$ cat src/hdl/ioct_pkg.sv
package ioct_pkg;

  // Slot count of the buffer; a power of two so a slot is the low bits of an offset.
  localparam int DEPTH   = 16;
  localparam int SLOT_W  = $clog2(DEPTH);
  localparam int CNT_W   = $clog2(DEPTH + 1);
  localparam int SEQ_W   = 16;
  localparam int CODE_W  = 8;
  localparam int CAP_W   = 5;
  localparam int PEND_W  = 5;
  localparam int OP_W    = 2;
  localparam int STAT_W  = 3;

  localparam logic [OP_W-1:0] OP_SUBMIT   = 2'd0;
  localparam logic [OP_W-1:0] OP_COMPLETE = 2'd1;
  localparam logic [OP_W-1:0] OP_RETIRE   = 2'd2;
  localparam logic [OP_W-1:0] OP_CLEAR    = 2'd3;

  localparam logic [STAT_W-1:0] ST_OK        = 3'd0;
  localparam logic [STAT_W-1:0] ST_FULL      = 3'd1;
  localparam logic [STAT_W-1:0] ST_EMPTY     = 3'd2;
  localparam logic [STAT_W-1:0] ST_NOT_READY = 3'd3;
  localparam logic [STAT_W-1:0] ST_UNKNOWN   = 3'd4;
  localparam logic [STAT_W-1:0] ST_REFUSED   = 3'd5;

  typedef logic [SLOT_W-1:0] slot_t;
  typedef logic [CODE_W-1:0] code_t;
  typedef logic [SEQ_W-1:0]  seq_t;

  typedef struct packed {
    logic  en;
    slot_t idx;
    logic  done;
    logic  code_en;
    code_t code;
  } slot_wr_t;

  typedef struct packed {
    logic  head_done;
    logic  next_done;
    code_t head_code;
  } slot_rd_t;

endpackage

$ cat src/hdl/ioct_ifs.sv
interface ioct_in_if;
  logic                          valid;
  logic                          ready;
  logic [ioct_pkg::OP_W-1:0]     op;
  logic [ioct_pkg::SEQ_W-1:0]    seq_in;
  logic [ioct_pkg::CODE_W-1:0]   result_code;

  modport source (output valid, output op, output seq_in, output result_code, input ready);
  modport sink   (input valid, input op, input seq_in, input result_code, output ready);
endinterface

interface ioct_out_if;
  logic                          valid;
  logic                          ready;
  logic [ioct_pkg::STAT_W-1:0]   status;
  logic [ioct_pkg::SEQ_W-1:0]    seq_out;
  logic [ioct_pkg::CODE_W-1:0]   job_result;
  logic                          job_failed;
  logic [ioct_pkg::PEND_W-1:0]   pending;
  logic                          head_ready;

  modport source (output valid, output status, output seq_out, output job_result,
                  output job_failed, output pending, output head_ready, input ready);
  modport sink   (input valid, input status, input seq_out, input job_result,
                  input job_failed, input pending, input head_ready, output ready);
endinterface

$ cat src/hdl/ioct_slots.sv
module ioct_slots (
  input  logic               clk,
  input  logic               rst_n,
  input  ioct_pkg::slot_wr_t wr,
  input  ioct_pkg::slot_t    head_idx,
  output ioct_pkg::slot_rd_t rd
);
  import ioct_pkg::*;

  logic [DEPTH-1:0] done_r;
  code_t            code_r [DEPTH];
  slot_t            next_idx;

  // Done flags reset to zero; result codes are only read after a complete wrote them.
  always_ff @(posedge clk) begin
    if (!rst_n) begin
      done_r <= '0;
    end else if (wr.en) begin
      done_r[wr.idx] <= wr.done;
    end
  end

  always_ff @(posedge clk) begin
    if (wr.en && wr.code_en) begin
      code_r[wr.idx] <= wr.code;
    end
  end

  assign next_idx     = head_idx + slot_t'(1);
  assign rd.head_done = done_r[head_idx];
  assign rd.next_done = done_r[next_idx];
  assign rd.head_code = code_r[head_idx];

endmodule

$ cat src/hdl/in_order_completion_tracker.sv
// Channel | Direction | Fields
// in_ch   | sink      | op, seq_in, result_code
// out_ch  | source    | status, seq_out, job_result, job_failed, pending, head_ready
// cfg     | write     | capacity (cfg_we, cfg_wdata)
//
// Each word is held in an input register, evaluated by one short
// pass over the slot table and counters, and lands in the result register.
// One word per cycle is sustained while out_ch is not stalled.
// A stall on out_ch holds the result register, and the input register then
// holds its word, so in_ch.ready drops only when both are occupied and out_ch
// is stalled.
// Reset (rst_n, synchronous) clears all counters, done flags and capacity.
module in_order_completion_tracker (
  input  logic                      clk,
  input  logic                      rst_n,
  ioct_in_if.sink                   in_ch,
  ioct_out_if.source                out_ch,
  input  logic                      cfg_we,
  input  logic [ioct_pkg::CAP_W-1:0] cfg_wdata
);
  import ioct_pkg::*;

  // Configuration: the in-flight limit.
  logic [CAP_W-1:0] cap_r;
  logic [CNT_W-1:0] limit;

  // Input register.
  logic             in_vld_r;
  logic [OP_W-1:0]  op_r;
  seq_t             seq_r;
  code_t            code_in_r;

  // Tracker state.
  seq_t             sub_cnt_r, sub_cnt_nxt;
  seq_t             ret_cnt_r, ret_cnt_nxt;
  logic [CNT_W-1:0] flight_r, flight_nxt;
  slot_t            head_r, head_nxt;

  // Result register.
  logic             out_vld_r;
  logic [STAT_W-1:0] status_r, status_nxt;
  seq_t             seq_out_r, seq_out_nxt;
  code_t            job_res_r, job_res_nxt;
  logic             failed_r, failed_nxt;
  logic             head_rdy_r, head_rdy_nxt;
  logic [PEND_W-1:0] pend_r;

  logic             fire;
  seq_t             offset;
  slot_wr_t         wr;
  slot_rd_t         rd;

  ioct_slots u_slots (
    .clk      (clk),
    .rst_n    (rst_n),
    .wr       (wr),
    .head_idx (head_r),
    .rd       (rd)
  );

  // A zero capacity, or one above the depth, means the whole buffer.
  always_comb begin
    if (cap_r == '0 || CNT_W'(cap_r) > CNT_W'(DEPTH)) begin
      limit = CNT_W'(DEPTH);
    end else begin
      limit = CNT_W'(cap_r);
    end
  end

  always_ff @(posedge clk) begin
    if (!rst_n) begin
      cap_r <= '0;
    end else if (cfg_we) begin
      cap_r <= cfg_wdata;
    end
  end

  // The evaluation stage advances when the result register is free or being taken.
  assign fire        = in_vld_r && (!out_vld_r || out_ch.ready);
  assign in_ch.ready = !in_vld_r || fire;

  always_ff @(posedge clk) begin
    if (!rst_n) begin
      in_vld_r <= 1'b0;
    end else if (in_ch.ready) begin
      in_vld_r <= in_ch.valid;
    end
  end

  always_ff @(posedge clk) begin
    if (in_ch.valid && in_ch.ready) begin
      op_r      <= in_ch.op;
      seq_r     <= in_ch.seq_in;
      code_in_r <= in_ch.result_code;
    end
  end

  // Distance of a completing number from the oldest job in flight.
  assign offset = seq_r - ret_cnt_r;

  always_comb begin
    sub_cnt_nxt  = sub_cnt_r;
    ret_cnt_nxt  = ret_cnt_r;
    flight_nxt   = flight_r;
    head_nxt     = head_r;
    status_nxt   = ST_OK;
    seq_out_nxt  = '0;
    job_res_nxt  = '0;
    failed_nxt   = 1'b0;
    head_rdy_nxt = (flight_r != '0) && rd.head_done;
    wr           = '0;
    wr.code      = code_in_r;

    unique case (op_r)
      OP_SUBMIT: begin
        if (flight_r >= limit) begin
          status_nxt = ST_FULL;
        end else begin
          // The new slot sits right after the youngest job; its flag starts clear.
          wr.en       = 1'b1;
          wr.idx      = head_r + slot_t'(flight_r);
          wr.done     = 1'b0;
          seq_out_nxt = sub_cnt_r;
          sub_cnt_nxt = sub_cnt_r + seq_t'(1);
          flight_nxt  = flight_r + CNT_W'(1);
        end
      end
      OP_COMPLETE: begin
        if (offset >= SEQ_W'(flight_r)) begin
          status_nxt = ST_UNKNOWN;
        end else begin
          // A repeated complete simply overwrites the stored code.
          wr.en        = 1'b1;
          wr.idx       = head_r + slot_t'(offset);
          wr.done      = 1'b1;
          wr.code_en   = 1'b1;
          head_rdy_nxt = rd.head_done || (slot_t'(offset) == '0);
        end
      end
      OP_RETIRE: begin
        if (flight_r == '0) begin
          status_nxt = ST_EMPTY;
        end else if (!rd.head_done) begin
          status_nxt = ST_NOT_READY;
        end else begin
          wr.en        = 1'b1;
          wr.idx       = head_r;
          wr.done      = 1'b0;
          seq_out_nxt  = ret_cnt_r;
          job_res_nxt  = rd.head_code;
          failed_nxt   = rd.head_code != '0;
          head_nxt     = head_r + slot_t'(1);
          ret_cnt_nxt  = ret_cnt_r + seq_t'(1);
          flight_nxt   = flight_r - CNT_W'(1);
          // The head moves on, so readiness comes from the following slot.
          head_rdy_nxt = (flight_r != CNT_W'(1)) && rd.next_done;
        end
      end
      OP_CLEAR: begin
        if (flight_r != '0) begin
          status_nxt = ST_REFUSED;
        end else begin
          sub_cnt_nxt = '0;
          ret_cnt_nxt = '0;
        end
      end
      default: begin
        status_nxt = ST_OK;
      end
    endcase

    // Slot writes only take effect when the word actually advances.
    wr.en = wr.en && fire;
  end

  always_ff @(posedge clk) begin
    if (!rst_n) begin
      sub_cnt_r <= '0;
      ret_cnt_r <= '0;
      flight_r  <= '0;
      head_r    <= '0;
      out_vld_r <= 1'b0;
    end else begin
      if (fire) begin
        sub_cnt_r <= sub_cnt_nxt;
        ret_cnt_r <= ret_cnt_nxt;
        flight_r  <= flight_nxt;
        head_r    <= head_nxt;
        out_vld_r <= 1'b1;
      end else if (out_ch.ready) begin
        out_vld_r <= 1'b0;
      end
    end
  end

  always_ff @(posedge clk) begin
    if (fire) begin
      status_r   <= status_nxt;
      seq_out_r  <= seq_out_nxt;
      job_res_r  <= job_res_nxt;
      failed_r   <= failed_nxt;
      head_rdy_r <= head_rdy_nxt;
      pend_r     <= PEND_W'(flight_nxt);
    end
  end

  assign out_ch.valid      = out_vld_r;
  assign out_ch.status     = status_r;
  assign out_ch.seq_out    = seq_out_r;
  assign out_ch.job_result = job_res_r;
  assign out_ch.job_failed = failed_r;
  assign out_ch.pending    = pend_r;
  assign out_ch.head_ready = head_rdy_r;

endmodule

$ cat src/flat_wrapper.sv
// flat-port wrapper written by rule: the top's interface ports become plain ports
module in_order_completion_tracker_flat import ioct_pkg::*;
  (clk, rst_n, cfg_we, cfg_wdata, in_ch_valid, in_ch_op, in_ch_seq_in, in_ch_result_code, in_ch_ready, out_ch_valid, out_ch_status, out_ch_seq_out, out_ch_job_result, out_ch_job_failed, out_ch_pending, out_ch_head_ready, out_ch_ready);
  ioct_in_if in_ch_i ();
  ioct_out_if out_ch_i ();
  input  logic clk;
  input  logic rst_n;
  input  logic cfg_we;
  input  logic [ioct_pkg::CAP_W-1:0] cfg_wdata;
  input wire logic [$bits(in_ch_i.valid)-1:0] in_ch_valid;
  input wire logic [$bits(in_ch_i.op)-1:0] in_ch_op;
  input wire logic [$bits(in_ch_i.seq_in)-1:0] in_ch_seq_in;
  input wire logic [$bits(in_ch_i.result_code)-1:0] in_ch_result_code;
  output wire logic [$bits(in_ch_i.ready)-1:0] in_ch_ready;
  output wire logic [$bits(out_ch_i.valid)-1:0] out_ch_valid;
  output wire logic [$bits(out_ch_i.status)-1:0] out_ch_status;
  output wire logic [$bits(out_ch_i.seq_out)-1:0] out_ch_seq_out;
  output wire logic [$bits(out_ch_i.job_result)-1:0] out_ch_job_result;
  output wire logic [$bits(out_ch_i.job_failed)-1:0] out_ch_job_failed;
  output wire logic [$bits(out_ch_i.pending)-1:0] out_ch_pending;
  output wire logic [$bits(out_ch_i.head_ready)-1:0] out_ch_head_ready;
  input wire logic [$bits(out_ch_i.ready)-1:0] out_ch_ready;
  assign in_ch_i.valid = in_ch_valid;
  assign in_ch_i.op = in_ch_op;
  assign in_ch_i.seq_in = in_ch_seq_in;
  assign in_ch_i.result_code = in_ch_result_code;
  assign in_ch_ready = in_ch_i.ready;
  assign out_ch_valid = out_ch_i.valid;
  assign out_ch_status = out_ch_i.status;
  assign out_ch_seq_out = out_ch_i.seq_out;
  assign out_ch_job_result = out_ch_i.job_result;
  assign out_ch_job_failed = out_ch_i.job_failed;
  assign out_ch_pending = out_ch_i.pending;
  assign out_ch_head_ready = out_ch_i.head_ready;
  assign out_ch_i.ready = out_ch_ready;
  in_order_completion_tracker u_core (.clk(clk), .rst_n(rst_n), .in_ch(in_ch_i), .out_ch(out_ch_i), .cfg_we(cfg_we), .cfg_wdata(cfg_wdata));
endmodule
$ cat config.mk
export PLATFORM = sky130hd
export DESIGN_NAME = in_order_completion_tracker_flat
export DESIGN_NICKNAME = d
export VERILOG_FILES = /design/src/hdl/ioct_pkg.sv /design/src/hdl/ioct_ifs.sv /design/src/hdl/ioct_slots.sv /design/src/hdl/in_order_completion_tracker.sv /design/src/flat_wrapper.sv
export SDC_FILE = /design/constraint.sdc
export NUM_CORES = 1
export LEC_CHECK = 0
export ABC_AREA = 1
export ABC_CLOCK_PERIOD_IN_PS = 6100
export BUFFER_PORTS_ARGS = -buffer_cell sky130_fd_sc_hd__buf_2
export CORE_MARGIN = 2
export CORE_UTILIZATION = 40
export CTS_CLUSTER_SIZE = 16
export DETAILED_ROUTE_END_ITERATION = 10
export PLACE_DENSITY = 0.62
export SLEW_MARGIN = 30
export SYNTH_ARGS = -nofsm -noshare
export SYNTH_HDL_FRONTEND = slang
export SYNTH_SLANG_ARGS = --single-unit
$ cat constraint.sdc
create_clock -name clk -period 6.1 [get_ports clk]
set_input_delay 0.305 -clock clk [delete_from_list [all_inputs] [get_ports clk]]
set_output_delay 0.305 -clock clk [all_outputs]
set_load 0.05 [all_outputs]
==> results of run 1 <==
repair_timing:
item                      CTS  global route
hold buffers               28             0
hold endpoints to repair   28             0
buffers inserted            0             0
power breakdown:
group	switching (µW)	internal [µW]	leakage, µW
combinational	209	98.2	0.00293
clock	711	1190	0.000518
sequential	29.8	1900	0.00228
total	950	3190	0.00573
through the flow:
step | total power (µW) | std cells | setup WS, ns
final | 4140 | 1853 | 1.85
after global routing | 4270 | 1853 | 1.55
after CTS | 4170 | 1853 | 1.53
after detailed placement | 2260 | 1773 | 1.56
after global placement | 2250 | 1773 | 1.63
after floorplan | 2170 | 1326 | 2.18
cells by family after synthesis:
family          share of synthesized area
simple gates                        0.174
compound gates                      0.121
flops                               0.554
buf+inv                            0.0687
fa+ha+maj                          0.0463
mux                                0.0253
xor+xnor                           0.0104
flip-flops by register name, indices dropped and copies added, names as in the netlist, named ones only:
| register | cells |
|---|---|
| u_core.head_r | 4 |
| u_core.ret_cnt_r | 16 |
| u_core.u_slots.code_r | 128 |
| u_core.out_ch.status | 3 |
| u_core.out_ch.job_failed | 1 |
| u_core.sub_cnt_r | 16 |
| u_core.cap_r | 5 |
| u_core.out_ch.seq_out | 16 |
| u_core.out_ch.head_ready | 1 |
| u_core.u_slots.done_r | 16 |
| u_core.seq_r | 16 |
| u_core.code_in_r | 8 |
| u_core.op_r | 2 |
| u_core.out_ch.pending | 5 |
| u_core.in_vld_r | 1 |
| u_core.out_ch.job_result | 8 |
| u_core.flight_r | 5 |
| u_core.out_ch.valid | 1 |
critical path, stage by stage, from the launching register on:
cell                       delay [ns]
sky130_fd_sc_hd__dfxtp_1         0.31
sky130_fd_sc_hd__or4_1           0.52
sky130_fd_sc_hd__ha_1            0.29
sky130_fd_sc_hd__inv_1           0.08
sky130_fd_sc_hd__nand2_1         0.05
sky130_fd_sc_hd__ha_1            0.28
sky130_fd_sc_hd__nand2_1         0.08
sky130_fd_sc_hd__o311ai_2        0.49
sky130_fd_sc_hd__nor2_2          0.20
sky130_fd_sc_hd__inv_2           0.29
sky130_fd_sc_hd__or2_0           0.15
sky130_fd_sc_hd__nand2_1         0.07
sky130_fd_sc_hd__inv_1           0.05
sky130_fd_sc_hd__nand2_1         0.09
sky130_fd_sc_hd__nand2_1         0.09
sky130_fd_sc_hd__nand2_1         0.21
sky130_fd_sc_hd__nor3_2          0.63
how the worst min path moves through the flow:
stage,to,cells after the start
global placement,u_core.sub_cnt_r[0],2
global route,u_core.cap_r[3],3
detailed placement,u_core.cap_r[0],2
CTS,u_core.cap_r[3],3
finish,u_core.cap_r[3],3
floorplan,u_core.code_in_r[0],0
per-layer routing:
| layer | vias to the layer above | track usage | routed length, µm |
|---|---|---|---|
| li1 | 4790 | - | - |
| met1 | 4513 | 0.232 | 13300 |
| met2 | 245 | 0.323 | 14600 |
| met3 | 59 | 0.0305 | 1570 |
| met4 | 0 | 0.0621 | 920 |
| met5 | - | 0 | 0 |
layout make-up:
cell class / instances / area (µm²)
Multi-Input combinational cell: 844 / 4810
Clock buffer: 33 / 759
Clock inverter: 19 / 295
Fill cell: 2880 / 16500
Timing Repair Buffer: 112 / 733
Sequential cell: 256 / 7010
Tap cell: 402 / 503
Inverter: 187 / 703
cells in the final DEF (no fill, tap or decap), types with 4 or more instances in the layout:
cell / netlist / layout
sky130_fd_sc_hd__a211oi_1: 5 / 5
sky130_fd_sc_hd__bufinv_16: 0 / 7
sky130_fd_sc_hd__clkbuf_8: 0 / 4
sky130_fd_sc_hd__nor2_2: 8 / 8
sky130_fd_sc_hd__edfxtp_1: 188 / 188
sky130_fd_sc_hd__inv_1: 176 / 174
sky130_fd_sc_hd__clkinv_1: 2 / 4
sky130_fd_sc_hd__a21oi_1: 112 / 112
sky130_fd_sc_hd__o21ai_0: 84 / 84
sky130_fd_sc_hd__nor3_1: 31 / 23
sky130_fd_sc_hd__nor2_4: 4 / 4
sky130_fd_sc_hd__buf_4: 2 / 13
sky130_fd_sc_hd__xor2_1: 12 / 12
sky130_fd_sc_hd__nand2_4: 6 / 6
sky130_fd_sc_hd__nand2_1: 217 / 217
sky130_fd_sc_hd__nand3_1: 86 / 86
sky130_fd_sc_hd__dlygate4sd3_1: 0 / 28
sky130_fd_sc_hd__nor2_1: 89 / 89
sky130_fd_sc_hd__mux2i_1: 32 / 32
sky130_fd_sc_hd__nand2_2: 5 / 5
sky130_fd_sc_hd__inv_2: 9 / 10
sky130_fd_sc_hd__dfxtp_1: 68 / 67
sky130_fd_sc_hd__o21ai_1: 7 / 7
sky130_fd_sc_hd__clkbuf_16: 0 / 28
sky130_fd_sc_hd__clkinv_2: 0 / 6
sky130_fd_sc_hd__nand4_1: 12 / 12
sky130_fd_sc_hd__o211ai_1: 32 / 32
sky130_fd_sc_hd__o22ai_1: 13 / 13
sky130_fd_sc_hd__a31oi_1: 5 / 5
sky130_fd_sc_hd__nor4_1: 8 / 8
sky130_fd_sc_hd__nor3_2: 2 / 10
sky130_fd_sc_hd__ha_1: 42 / 42
sky130_fd_sc_hd__buf_2: 5 / 71
==> results.txt, run 1 <==
The initial antenna violation count came out at 0. The worst relative slew slack is 0.463. The timing startpoint of the critical path is u_core.cap_r[0]. The post-synthesis sequential area ratio came out at 0.554.

The clock input transition at the sequential cells of the worst setup and hold paths is approximately 0.060 ns. The number of antenna diodes is 0. The insertion delay of the later-clocked pin in the worst-skew pair came out at 0.55 ns.

The number of synthesized register bits came out at 256. The number of detailed-routing iterations run before antenna repair is 5. The setup clock skew after layout is 0.0137 ns. In this run the critical register-to-register path is launched from u_core.cap_r[0]. The final wirelength came out at ~30000 µm.

The largest fanout of any net on the critical path is 16. The count of cells along the worst register-to-register path came out at 16. The first global-routing pass estimated ~50000 µm of wire. The origin of the worst min-delay path is cfg_wdata[3]. Measured along the x axis, the die boundary spans 182 µm. The static leakage is 0.00573 µW. The count of port buffers added during placement came out at 71. The total number of yosys warnings came out at 0. The detailed-placement wirelength estimate is 21200 µm. The height of the die came out at 182 µm.

Row generation in the floorplan step produced 65 rows. The post-synthesis instance total is 1326. The area growth from synthesis to layout is 17.1%. Of the cells placed in the final design, the portion with a size suffix greater than 1 is 0.128. The commonest cells after synthesis are 217 x sky130_fd_sc_hd__nand2_1, 188 x sky130_fd_sc_hd__edfxtp_1, 176 x sky130_fd_sc_hd__inv_1. Setup slack on the worst reg-to-reg path comes out at around 1.9 ns. The DRC violation count after routing came out at 0.

The worst setup path is launched from a register. The die area came out at between 30000 and 40000 µm². The final antenna-violating net count came out at 0. Once layout is complete, the utilization of the core stands at 0.473. The min-delay analysis places its worst path in the category in2reg. The final number of hold-violating endpoints was 0. The required time of the worst setup path is 6.28 ns. The worst hold slack across all endpoints is roughly 0.024 ns. In the post-synthesis netlist, the cell with the most instances is sky130_fd_sc_hd__nand2_1. The via count of the first global-routing pass is 9493. Max-cap violations in this run came to 0. The number of max-slew violations in the final report is 0. The synthesized area per cell is 9.54 µm². The floorplan core area is 31300 µm². The number of DRC markers after the initial detailed-route iteration came out at 664. The net count after synthesis is 1407.

The total routing usage reported by global routing is 0.185. The run finished with clean final reports. Setup repair after global routing left no endpoint under its margin. The initial standard-cell utilization of the core came out at 0.404. The leftover overflow at the end of global routing came out at 0. The worst IR drop on VDD is ~0.00025 V. The critical path ends at u_core.u_slots.code_r[4][6]. The most common flop cell mapped by yosys is sky130_fd_sc_hd__edfxtp_1. In this run, post-CTS repair resized a total of 0 instances.

The share of synthesized area in the top cell type comes to 0.446. The area of all placed cells without fillers is 14800 µm². The achievable frequency is 235 MHz. The area of the mapped netlist came out at 12600 µm². Counting flops with a built-in enable in the synthesized netlist gives approximately 190. Synthesis instantiated 52 different standard cells from the library. The number of primary I/O pins came out at 72. The critical register-to-register path endpoint is u_core.u_slots.code_r[4][6]. The kind of critical path is reg2reg.

The tree is rooted in a sky130_fd_sc_hd__clkbuf_16. The detail-routed net length per standard cell is 16.4 µm. STA classifies the critical path endpoint as a register. Counting flops with an async set or reset pin after synthesis yields a share of 0. Summed over all instances, the cell type with the most area after synthesis is sky130_fd_sc_hd__edfxtp_1. Entering global routing, the biggest net connects between 50 and 60 pins. The global placer's final weighted congestion came out at 0.865. The number of buffers on the longest clock path came out at 3. The final clock period utilization by the worst path is 0.696. In the post-synthesis netlist, the biggest area contributors are sky130_fd_sc_hd__edfxtp_1 45%, sky130_fd_sc_hd__dfxtp_1 11%, sky130_fd_sc_hd__nand2_1 6.4%.

The via density per instance is 5.18. The CTS buffer count came out at 28. Dividing total power by cell area gives a power density of 279 nW/µm².

The number of nets in the final layout came out at 1510. The data arrival at the endpoint of the critical path came out at 4.43 ns. The via count of the routed design came out at 9607. Counting I/O delays and the setup requirement, the final critical path takes between 4 and 5 ns. For the final routed database, the setup TNS stands at 0 ns.

TritonCTS built the clock tree. At the pin with the least slew margin, the transition time is 0.805 ns. The count of endpoints failing setup in the final report came out at 0. CTS built an H-tree with a depth of 1. The cell area after placement is 13500 µm². The clock net in this run drives a total of 256 sinks.
Power figures use the tool's default switching activity.
==> run 2, diff against run 1 <==
- ABC_AREA: 1 -> 0
- ABC_CLOCK_PERIOD_IN_PS: 6100 -> 3700
- PLACE_DENSITY: 0.62 -> 0.64
- clock period: 6.1 -> 3.7 ns (I/O delays scaled with it)
==> results.txt, run 2 <==
The data arrival at the endpoint of the critical path came out at 3.98 ns. The total number of yosys warnings is 0. The checks that failed: setup timing. The synthesized area per cell is around 13 µm². The count of cells along the worst register-to-register path came out at 14. The synthesized design spends more area on one cell type than any other, namely sky130_fd_sc_hd__edfxtp_1.

The endpoint identified for the worst register-to-register timing path is u_core.u_slots.code_r[13][2]. The path category of the worst min-delay check is in2reg. The area share of the largest cell type after synthesis came out at 0.469. The leftover overflow at the end of global routing came out at 0.

Entering global routing, the biggest net connects 43 pins. After synthesis, the largest family of logic cells by area is compound AO/OA/AOI/OAI gates. In the final design database the tool counted 1196 nets. Across the VDD grid, the largest voltage drop is 0.000362 V. The worst setup path is captured at a register.

The number of max-slew violations in the final report is 0. For the pin with the worst max-slew slack, the measured transition is 0.714 ns. The floorplan core area came out at approximately 30000 µm². The storage element area came out at approximately 7000 µm². Detailed routing inserted a total of ~8.2k vias. Counting flops per register, the top entry is u_core.u_slots.code_r. Timing analysis after detailed placement gives a worst setup slack of -0.202 ns. Once detailed placement completed, the half-perimeter wirelength came to 19800 µm.

Setup repair after global routing could not meet its margin everywhere. The count of port buffers added during placement came out at 71. The clock input transition at the sequential cells of the worst setup and hold paths came out at 0.06 ns. The most common cell after layout, fill and taps aside is sky130_fd_sc_hd__edfxtp_1. The via count of the first global-routing pass is 7769. After synthesis, the most frequently instantiated cells are 188 x sky130_fd_sc_hd__edfxtp_1, 78 x sky130_fd_sc_hd__nor2_1, 68 x sky130_fd_sc_hd__dfxtp_1.

The cell area after placement is ~14000 µm². The number of primary I/O pins came out at 72. Yosys mapped the design onto 75 distinct sky130hd cell types. The type of element launching the critical path is a register. The tree is rooted in a sky130_fd_sc_hd__clkbuf_16.

TritonCTS built the clock tree. The worst hold slack across all endpoints is 0.0131 ns. The achievable frequency came out at between 200 and 300 MHz. On the critical path, the stage with the largest delay is an instance of sky130_fd_sc_hd__or4_4. The total power divided by cell area is 408 nW/µm². The post-synthesis instance total is 903.

The origin of the worst min-delay path is cfg_we. Dividing the final minimum period by the clock period gives 1.01. Row generation in the floorplan step produced 63 rows. Of the total synthesized cell area, the portion taken by AND, OR, NAND and NOR gates is 0.101. The clock passes through at most 3 buffers. The mapped netlist covers between 10000 and 15000 µm². The via density per instance is about 5.4.

The combined area of the multi-input logic cells is 5250 µm². The height of the die is approximately 180 µm. The post-synthesis sequential area ratio came out at 0.582.

Counting every sink on the clock net gives 256. The largest fanout of any net on the critical path is 8. In the layout the commonest cells are 188 x sky130_fd_sc_hd__edfxtp_1, 84 x sky130_fd_sc_hd__buf_4, 71 x sky130_fd_sc_hd__buf_2, 64 x sky130_fd_sc_hd__dfxtp_1, 61 x sky130_fd_sc_hd__nor2_1. The share of the core filled with cells in the final layout is 0.524. The number of antenna diodes is 0.

The number of synthesized register bits came out at between 200 and 300. The number of DRC markers after the initial detailed-route iteration came out at 609. The share of async-settable or async-resettable flops after synthesis is 0. The first global-routing pass estimated between 40000 and 50000 µm of wire. Of the total synthesized cell area, the portion taken by full adders, half adders and majority gates is 0.0487.

The required time of the worst setup path came out at 3.94 ns. The routed design has 28500 µm of wire. The die covers 31500 µm². The detail-routed net length per standard cell is ~19 µm.

The final number of hold-violating endpoints was 0. Ranked by total cell area, the synthesized netlist is headed by sky130_fd_sc_hd__edfxtp_1 47%, sky130_fd_sc_hd__dfxtp_1 11%, sky130_fd_sc_hd__mux4_2 9.2%. The worst path setup slack after routing came out at -0.0436 ns. The setup clock skew after layout came out at approximately 0.013 ns. Setup violations remaining at the end of the flow were counted as 64. The global placer's final weighted congestion is 0.856. The final antenna-violating net count is 0. For this configuration, the core starts out at a cell density of 0.406. The insertion delay of the later-clocked pin in the worst-skew pair is 0.55 ns. In the synthesized netlist the dominant register cell turns out to be sky130_fd_sc_hd__edfxtp_1. The total of fill cells in the finished design is roughly 2.5k.

Before antenna repair, the detailed router went through 5 iterations. The worst setup path is of the reg2reg kind. The number of enable flip-flop cells after synthesis came out at roughly 190. The xor and xnor fraction of the mapped netlist area came out at 0.0385. The portion of netlist area occupied by mux cells is 0.101. The layout overhead on the synthesized area is 29.1%.

In this run, CTS created clock tree buffers numbering 28. The number of cells traversed by the worst hold path is 3. The maximum cell stage delay along the critical path came out at around 0.54 ns. The shortest period the worst path allows is 3.74 ns. The initial antenna violation count is 0. The overall power is 6340 µW. The maximum level of the CTS H-tree came out at 1. The horizontal extent of the die is approximately 180 µm.

In this run the register-to-register setup slack is -0.04 ns. In the routed design, unresolved DRC markers number 0. The tool flagged a number of max-cap violations equal to 0. Counting every net in the synthesized netlist gives roughly 980.

The path with the worst hold slack has its endpoint at u_core.cap_r[4]. The fraction of final layout cells sized beyond drive strength 1 is 0.325. The run finished, with violations left. The total routing usage reported by global routing came out at 0.178.

The startpoint of the most critical register-to-register path is u_core.cap_r[0]. Headroom to the max-slew limit came out at 0.524. After routing the design area is 15500 µm². The compound-cell area share of the yosys netlist is 0.103. The flip-flop count of the largest register, all copies and words added is 128. sky130_fd_sc_hd__edfxtp_1 is the most common cell in the netlist. The static leakage is 0.00545 µW. The signal on the critical path passes through or4_4 > ha_4 > nand2b_4 > ha_4 > a21o_1 > a21o_1 > a21o_4 > a211oi_2 > buf_4 > a22oi_2 > o32ai_4 > nor3b_4 > nand2_8 > nor2_4.
-- run 2: cell count changes in the layout (fill, tap and decap cells not counted), sizes merged, moves of 24 or more --
cell,delta
nand2,-169
inv,-142
buf,+96
a21oi,-74
o21ai,-73
nand3,-68
mux4,+49
xnor2,+31
o211ai,-28
mux2i,-24
nor2,-24
nor3,-24
-- run 2: worst max-delay path by stage --
| stage | from | slack, ns | end | cells after the start |
|---|---|---|---|---|
| global placement | u_core.seq_r[0] | -0.11 | u_core.u_slots.code_r[2][5] | 17 |
| finish | u_core.cap_r[0] | -0.04 | u_core.u_slots.code_r[13][2] | 14 |
| global route | u_core.seq_r[0] | -0.20 | u_core.u_slots.code_r[14][3] | 15 |
| floorplan | u_core.seq_r[0] | -0.04 | u_core.u_slots.code_r[7][0] | 14 |
| detailed placement | u_core.cap_r[0] | -0.20 | u_core.u_slots.code_r[13][6] | 13 |
| CTS | u_core.seq_r[0] | -0.09 | u_core.u_slots.code_r[13][2] | 17 |
-- run 2: final cells by class --
class	count	share of cell area
tap	390	0.0314
multi-input combinational	569	0.338
sequential	256	0.451
clock inverter	16	0.00838
timing repair buffer	216	0.111
inverter	44	0.0106
clock buffer	36	0.0496
-- run 2: metrics by stage --
step	setup TNS, ns	cells
finish	-1.44	1527
global route	-18.78	1527
CTS	-7.24	1521
detailed placement	-16.97	1428
global placement	-7.41	1428
floorplan	-0.878	903
-- run 2: kinds of logic after synthesis --
group,after synthesis
buf+inv,78
flops,256
simple gates,241
xor+xnor,52
compound gates,171
mux,60
fa+ha+maj,45
-- run 2: worst max-delay path: cells and delay by family (launching register included) --
kind / cells / cell delay [ns]
fa+ha+maj: 2 / 0.46
flops: 1 / 0.32
simple gates: 5 / 1.39
buf+inv: 1 / 0.18
compound gates: 6 / 1.06
-- run 2: layer usage --
metal | vias up | wire (µm) | global-route usage
met1 | 4066 | 13400 | 0.269
met3 | 29 | 1700 | 0.0311
met2 | 238 | 12900 | 0.268
li1 | 3869 | - | -
met5 | - | 0 | 0
met4 | 0 | 466 | 0.0396
-- run 2: what timing repair did --
item                       4_1_cts  5_1_grt
setup endpoints to repair      137      149
hold endpoints to repair        34        0
pin swaps                       29       51
hold buffers                    36        0
buffers inserted                 6        9
resized for setup               26       61
-- run 2: where the power goes --
| group | switching (µW) | internal, µW |
|---|---|---|
| clock network | 1120 | 1540 |
| logic | 307 | 210 |
| registers | 40.0 | 3120 |
==> run 3, diff against run 2 <==
- REMOVE_ABC_BUFFERS: unset -> 1
==> results.txt, run 3 (synthesis gave the netlist of run 2 again) <==
The run finished, with violations left. The final reports fail on setup timing. Setup violations remaining at the end of the flow were counted as 28. For the worst flop-to-flop path, the logic depth is 15. For this run, the slowest stage of the critical path takes 0.52 ns. For hold timing, the worst endpoint is u_core.cap_r[1]. The wire length of the first global-routing pass came out at 43900 µm. Detailed placement ended at an HPWL of a little under 20000 µm.

The horizontal extent of the die came out at 177 µm. The floorplan core area is 29600 µm². The number of primary I/O pins came out at 72.

Among cell families on the critical path, the largest total delay comes from simple AND/OR/NAND/NOR gates. The setup path with the least slack is of type reg2reg. STA classifies the critical path endpoint as a register. Ranked by flip-flop count, first place goes to u_core.u_slots.code_r. The required time of the worst setup path came out at approximately 4.0 ns.

The largest net degree at the start of global routing came out at 43. Counting buffers and inverters, the worst setup path is 15 cells deep. STA classifies the critical path startpoint as a register. The clock network fraction of total power came out at 0.448. The path class of the tightest hold or removal check is in2reg.

The number of max-slew violations in the final report is 0. In this run the tightest slew margin relative to its limit is 0.534. The number of clock buffers added by TritonCTS is 28. The critical register-to-register path endpoint is u_core.u_slots.code_r[5][4]. In this run the deepest clock path goes through 3 buffers. The cell with the most instances on the worst path is sky130_fd_sc_hd__a21o_1. The final number of hold-violating endpoints came to 0.

The part of the total power dissipated in sequential elements came out at 0.474. The critical path goes through or4_1 > ha_1 > nand2b_4 > ha_4 > a21o_1 > a21o_1 > a21o_4 > a211oi_2 > buf_4 > a22oi_2 > o32ai_4 > nor3b_4 > nand2_4 > nor2_2 > buf_6. The initial standard-cell utilization of the core came out at 0.406.

The initial antenna violation count came out at 0. The tree is rooted in a sky130_fd_sc_hd__clkbuf_16. The number of antenna diodes is 0.

The final wirelength is ~28000 µm. Clock-pin slew was measured on the worst setup and hold paths at 0.06 ns. The worst path setup slack after routing came out at -0.0255 ns. In this run the most critical hold path is launched from cfg_we. The floorplan row count is 63. The height of the die is between 150 and 200 µm. The insertion delay of the later-clocked pin in the worst-skew pair came out at 0.57 ns. In the final routed layout, each cell accounts on average for roughly 18 µm.

The library cell used most frequently in the layout, excluding fill and tap cells, is sky130_fd_sc_hd__edfxtp_1. At the end of routability-driven placement, the weighted congestion stood at 0.873. The library cells used most frequently in the layout, excluding fill and tap cells, are 188 x sky130_fd_sc_hd__edfxtp_1, 97 x sky130_fd_sc_hd__buf_4, 71 x sky130_fd_sc_hd__buf_2, 66 x sky130_fd_sc_hd__dfxtp_1, 63 x sky130_fd_sc_hd__nor2_1. In the finished design, the share of the clock period the worst path needs comes to 1.01.

In this run the remaining antenna-violating nets after routing total 0. The worst path buffer plus inverter count is 2. The worst-case IR drop observed on VDD is 0.000301 V. The die area came out at roughly 31000 µm². After detailed placement, the total cell area comes to 13600 µm². The count of max-cap constraint violations is 0. TritonCTS built the clock tree. The setup clock skew after layout is between 0.03 and 0.04 ns. The transition time of the tightest slew-check pin is 0.698 ns. The number of cells traversed by the worst hold path is 3.

The TritonCTS sink count came out at approximately 260. The maximum level of the CTS H-tree came out at 1. The static leakage is 0.00554 µW. The area of all placed cells without fillers came out at 15500 µm². The first detailed-routing pass ran for 5 iterations. The total routing usage reported by global routing came out at 0.179.

The non-filler instance count after layout is about 1.5k. The largest fanout of any net on the critical path is 8. The area growth from synthesis to layout is 28.7%.

The leftover overflow at the end of global routing is 0. The switching power of the nets came out at 1490 µW. The number of DRC markers after the initial detailed-route iteration came out at 790. The data arrival at the endpoint of the critical path came out at 4.00 ns.

The smallest clock period supported by the final layout is computed as 3.73 ns. Among all stages on the critical path, the largest delay is contributed by sky130_fd_sc_hd__or4_1. The via count of the first global-routing pass was around 7.9k. The share of total power consumed by net switching came out at 0.223. The number of placed instances, taps included, is 1438. The achievable frequency is ~270 MHz.

Cell internal power was estimated by the tool at 5180 µW. The DRC violation count after routing is 0. The worst register-to-register path begins at u_core.cap_r[3]. The number of nets in the final layout came out at 1207. The total power divided by cell area is 431 nW/µm².

The fraction of final layout cells sized beyond drive strength 1 is 0.315. The via count of the routed design is 8160. The setup slack of the most critical reg-to-reg path came out at -0.03 ns.

The combinational fraction of design power is 0.078. The count of port buffers added during placement is 71. The register with the most flip-flops in the layout has 128 of them. The via density per instance is 5.31. Setup repair after global routing could not meet its margin everywhere.
[run 3: layout make-up]
type,instances,area (µm²)
Clock buffer,34,733
Multi-Input combinational cell,569,5090
Inverter,44,168
Fill cell,2558,14200
Timing Repair Buffer,227,1720
Sequential cell,256,7010
Clock inverter,18,279
Tap cell,390,488
[run 3: power groups by stage]
stage	Sequential, µW	Combinational, µW	Clock, µW
after floorplan	3260	226	0
after global placement	3220	444	0
final	3160	520	2990
after global routing	3160	566	3160
after detailed placement	3220	447	0
after CTS	3160	502	3050
[run 3: timing repair]
action / in CTS / in global routing
setup buffers: 3 / 9
endpoints found under the hold margin: 34 / 0
endpoints found under the setup margin: 136 / 149
resized for setup: 44 / 53
pin swaps: 17 / 30
hold buffers: 38 / 0
[run 3: metal layers]
layer  share of wire  up-vias  routed length (µm)  GRT usage
met1            0.48     4008               13600      0.274
met5               0        -                   0          0
met3           0.060       25                1670     0.0253
li1                -     3890                   -          -
met2            0.44      237               12500      0.271
met4           0.011        0                 316     0.0376
[run 3: worst max-delay path by stage]
stage	from	to	slack (ns)
after floorplan	u_core.cap_r[0]	u_core.u_slots.code_r[1][0]	-1.40
after global placement	u_core.seq_r[0]	u_core.u_slots.code_r[0][3]	-0.34
after detailed placement	u_core.seq_r[0]	u_core.u_slots.code_r[0][5]	-0.43
after CTS	u_core.seq_r[0]	u_core.u_slots.code_r[2][6]	-0.02
after global routing	u_core.cap_r[3]	u_core.u_slots.done_r[10]	-0.17
final	u_core.cap_r[3]	u_core.u_slots.code_r[5][4]	-0.03
[run 3: tightest hold or removal path, stage by stage]
cell	delay (ns)
sky130_fd_sc_hd__buf_2	0.16
sky130_fd_sc_hd__mux2i_1	0.09
sky130_fd_sc_hd__nor2_1	0.08
[run 3: per-stage QoR]
stage	setup slack, ns	TNS, ns	hold slack [ns]	utilization	total power (µW)
floorplan	-1.40	-173.04	0.284	-	3480
global placement	-0.340	-19.44	0.362	0.458	3670
detailed placement	-0.427	-24.68	0.363	0.458	3670
CTS	-0.0173	-0.193	0.00537	0.512	6710
global route	-0.167	-15.49	0.0171	0.522	6890
finish	-0.0255	-0.388	0.0201	0.522	6670
